<file path="config.mk">
export PLATFORM = sky130hd
export DESIGN_NAME = pre_ctrl
export DESIGN_NICKNAME = d
export VERILOG_FILES = /design/src/hw/rtl/pre_pkg.sv /design/src/hw/rtl/pre_ctrl.sv
export SDC_FILE = /design/constraint.sdc
export NUM_CORES = 1
export LEC_CHECK = 0
export ABC_CLOCK_PERIOD_IN_PS = 2700
export BUFFER_PORTS_ARGS = -buffer_cell sky130_fd_sc_hd__buf_4
export CORE_MARGIN = 5
export CORE_UTILIZATION = 55
export CTS_CLUSTER_SIZE = 25
export DETAILED_ROUTE_END_ITERATION = 10
export HOLD_SLACK_MARGIN = 0.15
export PLACE_DENSITY = 0.86
export SLEW_MARGIN = 20
export SYNTH_ARGS = -nofsm -noshare
export SYNTH_HDL_FRONTEND = slang
export SYNTH_SLANG_ARGS = --single-unit
</file>
<file path="constraint.sdc">
create_clock -name clk_i -period 2.7 [get_ports clk_i]
set_input_delay 0.54 -clock clk_i [delete_from_list [all_inputs] [get_ports clk_i]]
set_output_delay 0.54 -clock clk_i [all_outputs]
set_load 0.01 [all_outputs]
</file>
<file path="src/hw/rtl/pre_pkg.sv">
package pre_pkg;

  localparam int MaxProcesses       = 4;
  localparam int MaxPagesPerProcess = 128;
  localparam int PhysicalLocations  = 512;
  localparam int SizeRegs           = 4;

  localparam int PidW    = 2;
  localparam int PageW   = 7;
  localparam int PgW     = PidW + PageW;
  localparam int FrW     = $clog2(PhysicalLocations);
  localparam int FcW     = FrW + 1;
  localparam int NpW     = $clog2(MaxPagesPerProcess + 1);
  localparam int AddrW   = 13;
  localparam int StampW  = 32;
  localparam int CfgIdxW = 3;
  localparam int CfgW    = 13;

  localparam logic [StampW-1:0] StampMax = '1;
  localparam logic [FcW-1:0]    NoFrame  = FcW'(PhysicalLocations);

  typedef enum logic [1:0] {
    PolFifo  = 2'd0,
    PolLru   = 2'd1,
    PolClock = 2'd2,
    PolRsvd  = 2'd3
  } policy_e;

  typedef enum logic [CfgIdxW-1:0] {
    RegPolicy    = 3'd0,
    RegPrepaging = 3'd1,
    RegPageLog2  = 3'd2,
    RegProcCount = 3'd3,
    RegSize0     = 3'd4,
    RegSize1     = 3'd5,
    RegSize2     = 3'd6,
    RegSize3     = 3'd7
  } reg_e;

  typedef enum logic [4:0] {
    OpIdle, OpClear, OpAccept, OpPreload, OpCheck, OpHit, OpLoad, OpLru,
    OpClkA, OpClkB, OpClkC, OpEvA, OpEvB, OpWrite, OpPpA, OpPpB, OpPush
  } op_e;

  typedef struct packed {
    op_e op;
  } cmd_t;

  typedef struct packed {
    logic clr_last;
    logic pre_done;
    logic bad;
    logic resident;
    logic free;
    logic pol_lru;
    logic pol_clock;
    logic lru_done;
    logic clk_stop;
    logic pp_go;
    logic pp_end;
    logic pp_found;
    logic out_free;
  } sts_t;

  // pages of a process: ceil(size / page size), capped
  function automatic logic [NpW-1:0] page_count(logic [AddrW-1:0] size, logic [2:0] l2);
    logic [AddrW:0] n;
    n = ((AddrW+1)'(size) + ((AddrW+1)'(1) << l2) - (AddrW+1)'(1)) >> l2;
    page_count = (n > (AddrW+1)'(MaxPagesPerProcess)) ? NpW'(MaxPagesPerProcess) : n[NpW-1:0];
  endfunction

  // locations per process at preload
  function automatic logic [FcW-1:0] per_process(logic [2:0] pc);
    case (pc)
      3'd1:    per_process = FcW'(PhysicalLocations);
      3'd2:    per_process = FcW'(PhysicalLocations / 2);
      3'd3:    per_process = FcW'(PhysicalLocations / 3);
      default: per_process = FcW'(PhysicalLocations / 4);
    endcase
  endfunction

endpackage

</file>
<file path="src/hw/rtl/pre_ctrl.sv">
module pre_ctrl (
  input  logic          clk_i,
  input  logic          rst_ni,
  input  logic          in_valid_i,
  input  logic          in_start_i,
  output logic          in_ready_o,
  input  pre_pkg::sts_t sts_i,
  output pre_pkg::cmd_t cmd_o
);
  import pre_pkg::*;

  typedef enum logic [16:0] {
    StRclr  = 17'h00001,
    StIdle  = 17'h00002,
    StSclr  = 17'h00004,
    StPre   = 17'h00008,
    StChk   = 17'h00010,
    StHit   = 17'h00020,
    StLoad  = 17'h00040,
    StLru   = 17'h00080,
    StClkA  = 17'h00100,
    StClkB  = 17'h00200,
    StClkC  = 17'h00400,
    StEvA   = 17'h00800,
    StEvB   = 17'h01000,
    StWrite = 17'h02000,
    StPpA   = 17'h04000,
    StPpB   = 17'h08000,
    StDone  = 17'h10000
  } state_e;

  state_e state_q, state_d;

  // sequence the datapath
  always_comb begin
    state_d    = state_q;
    cmd_o.op   = OpIdle;
    in_ready_o = 1'b0;
    unique case (state_q)
      StRclr: begin
        cmd_o.op = OpClear;
        if (sts_i.clr_last) state_d = StIdle;
      end
      StIdle: begin
        in_ready_o = 1'b1;
        if (in_valid_i) begin
          cmd_o.op = OpAccept;
          state_d  = in_start_i ? StSclr : StChk;
        end
      end
      StSclr: begin
        cmd_o.op = OpClear;
        if (sts_i.clr_last) state_d = StPre;
      end
      StPre: begin
        cmd_o.op = OpPreload;
        if (sts_i.pre_done) state_d = StDone;
      end
      StChk: begin
        cmd_o.op = OpCheck;
        state_d  = sts_i.bad ? StDone : StHit;
      end
      StHit: begin
        cmd_o.op = OpHit;
        state_d  = sts_i.resident ? StDone : StLoad;
      end
      StLoad: begin
        cmd_o.op = OpLoad;
        if (sts_i.free) state_d = StWrite;
        else if (sts_i.pol_lru) state_d = StLru;
        else if (sts_i.pol_clock) state_d = StClkA;
        else state_d = StEvA;
      end
      StLru: begin
        cmd_o.op = OpLru;
        if (sts_i.lru_done) state_d = StEvA;
      end
      StClkA: begin
        cmd_o.op = OpClkA;
        state_d  = StClkB;
      end
      StClkB: begin
        cmd_o.op = OpClkB;
        state_d  = StClkC;
      end
      StClkC: begin
        cmd_o.op = OpClkC;
        state_d  = sts_i.clk_stop ? StEvA : StClkB;
      end
      StEvA: begin
        cmd_o.op = OpEvA;
        state_d  = StEvB;
      end
      StEvB: begin
        cmd_o.op = OpEvB;
        state_d  = StWrite;
      end
      StWrite: begin
        cmd_o.op = OpWrite;
        state_d  = sts_i.pp_go ? StPpA : StDone;
      end
      StPpA: begin
        cmd_o.op = OpPpA;
        state_d  = sts_i.pp_end ? StDone : StPpB;
      end
      StPpB: begin
        cmd_o.op = OpPpB;
        state_d  = sts_i.pp_found ? StLoad : StPpA;
      end
      StDone: begin
        if (sts_i.out_free) begin
          cmd_o.op = OpPush;
          state_d  = StIdle;
        end
      end
      default: state_d = StRclr;
    endcase
  end

  always_ff @(posedge clk_i or negedge rst_ni) begin
    if (!rst_ni) begin
      state_q <= StRclr;
    end else begin
      state_q <= state_d;
    end
  end

endmodule

</file>
==> flow_summary.json <==
{
  "cpPeakStageDelay_ps": 430,
  "clock_path_buffers": 2,
  "regToRegStartpoint": "state_q[2]$_DFFE_PN0P_",
  "synth_cell_type_count": 47,
  "antenna_found_initial": 0,
  "crit_type": "reg2out",
  "fin_skew_ps": 5.80,
  "power_density_nw_per_um2": 674,
  "grt_pass1_wl_mm": 6.18,
  "crit_start": "state_q[16]$_DFFE_PN0P_",
  "post-place-ws_ps": 111,
  "reg_top3": "state_q x17",
  "violations": "setup timing",
  "hp-start": "sts_i[2]",
  "hold_path_class": "in2reg",
  "critPathMaxFanout": 4,
  "synth_top_cells_by_area": "dfrtp_1 (31%), nor2_1 (6.5%), nand2_1 (4.1%), nor3_1 (3.9%), nor4_1 (3.9%)",
  "dieArea_um2": 3380,
  "vias": 1437,
  "cts_tree": "built",
  "outcome": "finished with violations",
  "final_nets": 218,
  "setup_violations": 1,
  "async_reset_ff_frac": 1.00,
  "htree_levels": 1,
  "start_util": 0.575,
  "n_fill_cell": 145,
  "timing.fmax_ghz": 0.365,
  "synth_flop_cell": "dfrtp_1",
  "fin_tns_setup_ps": -38.4,
  "syn2layout_area_growth_pct": 40.6,
  "min_period_over_period": 1.01,
  "multi_input_comb_area_um2": 896,
  "grt_usage": 0.239,
  "drtAntennaViolNets": 0,
  "worstSetupEndpointType": "output pin",
  "p_leak_nw": 0.810,
  "ys_seq_area_frac": 0.335,
  "gp_congestion": 0.931,
  "cts_buffers": 3,
  "row_count": 17,
  "grt_setup_unrepaired": "true",
  "port_buffers": 22,
  "viasPerCell": 6.30,
  "worstMarginPinSlew_ps": 365,
  "clock_latency_ps": 300,
  "synth_area_um2": 1270,
  "netlist_instances": 155,
  "cts_root_buf": "clkbuf_4",
  "synth_top_area_share": 0.315,
  "fin_crit_ps": 2740,
  "final-hold-violation-count": 0,
  "largest_register": "state_q",
  "stdcell_count": 228,
  "die_w_um": 58.1,
  "yosys_warnings": 0,
  "yosysMostFrequentCell": "nor2_1",
  "synth_edf_count": 0,
  "grt_overflow": 0,
  "ys_top_cells_by_count": "nor2_1 (22), dfrtp_1 (16), nand2_1 (14)",
  "critical_path_arrival_ps": 2200,
  "antenna_cells": 0,
  "placedCellCount": 204,
  "routed_wl_mm": 4.11,
  "relSlewSlack": 0.751,
  "dr.pass1.iters": 6,
  "post-route-util": 0.809,
  "avgSynthCellArea_um2": 8.21,
  "cts_sinks": 17,
  "peakVddDrop_mv": 0.597,
  "ys_seq_elements": 17,
  "path_cells": "or3_4, or3b_4, o32a_1, a21boi_2, inv_1, buf_4",
  "layout_setup_ws_ps": -38.4,
  "regArea_um2": 435,
  "largest_reg_flops": 17,
  "startpoint_type": "flop",
  "layout-drive-gt1-share": 0.415,
  "path_clk_slew_ps": 100,
  "io-pin-count": 23,
  "drcViolationCount": 0,
  "synth.net_count": 172,
  "grt_max_degree": 18,
  "grt_pass1_vias": 1318,
  "hpwl_mm": 2.71,
  "wl_per_cell_um": 18.0,
  "core_um2": 2210,
  "drt_iter0_drc": 167,
  "slew_violations": 0,
  "hold_slack_ps": 399,
  "critPathSlowestCell": "dfrtp_1",
  "crit_required_ps": 2160,
  "drv_cap": 0,
  "die_h_um": 58.1,
  "synth_top_area_cell": "dfrtp_1"
}
## worst max-delay path, delay by kind of cell (launching register included)
kind	cells	cell delay, ps
buf+inv	2	170
compound gates	2	500
simple gates	2	810
flops	1	430
## metal layers
layer,wire length [um],vias up,track usage
li1,-,660,-
met2,1920,94,0.369
met1,1750,670,0.326
met4,121,0,0.106
met5,0,-,0
met3,310,13,0.0423
## placed cells by master, fill, tap and decap left out, types with 3 or more instances in the layout
master,n
a21oi_1,4
buf_4,47
clkbuf_4,3
dfrtp_1,9
dfrtp_2,7
inv_1,9
nand2_1,14
nand2b_1,3
nand4_1,4
nor2_1,21
nor3_1,6
nor3_2,3
nor4_1,3
nor4_4,5
o21ai_0,5
xnor2_1,3
xor2_1,3
## worst paths after layout
check	depth (start not counted)	slack, ps	end
setup / recovery	6	-40	cmd_o[3]
hold / removal	2	400	state_q[15]$_DFFE_PN0P_
setup reg to reg	6	350	state_q[11]$_DFFE_PN0P_
hold reg to reg	1	600	state_q[9]$_DFFE_PN0P_
max in group asynchronous	2	1820	state_q[0]$_DFFE_PN1P_
min in group asynchronous	2	620	state_q[16]$_DFFE_PN0P_
## power breakdown
| part | internal (W) | leakage, nW | switching, W |
|---|---|---|---|
| combinational | 0.000349 | 0.574 | 0.000370 |
| sequential | 0.000289 | 0.221 | 0.0000544 |
| clock | 0.0000576 | 0.0150 | 0.0000841 |
## stage by stage
stage	cell area [um2]	power (W)
6_report	1790	0.00121
3_3_place_gp	1480	0.000879
5_1_grt	1790	0.00127
4_1_cts	1620	0.00105
3_5_place_dp	1480	0.000891
2_1_floorplan	1270	0.000719
## what timing repair did
action	4_1_cts	5_1_grt
pin swaps	2	5
gates resized for setup	11	19
buffers inserted	8	11
setup endpoints to repair	3	5
hold buffers	1	0
hold endpoints to repair	16	0
## cells by family (layout without fill, tap and decap cells)
family,after synthesis,after routing,share of synthesized area
simple gates,87,87,0.402
compound gates,28,28,0.157
flops,17,17,0.335
buf+inv,16,61,0.0560
xor+xnor,6,6,0.0413
mux,1,1,0.00787
## area by class of cell
cell class                 instances  share of cell area
tap                               28              0.0196
clock buffer                       4              0.0147
timing repair buffer              48               0.203
multi-input combinational        122               0.501
sequential                        17               0.243
inverter                           9              0.0189
Note: power is estimated with default switching activity, not from simulation.
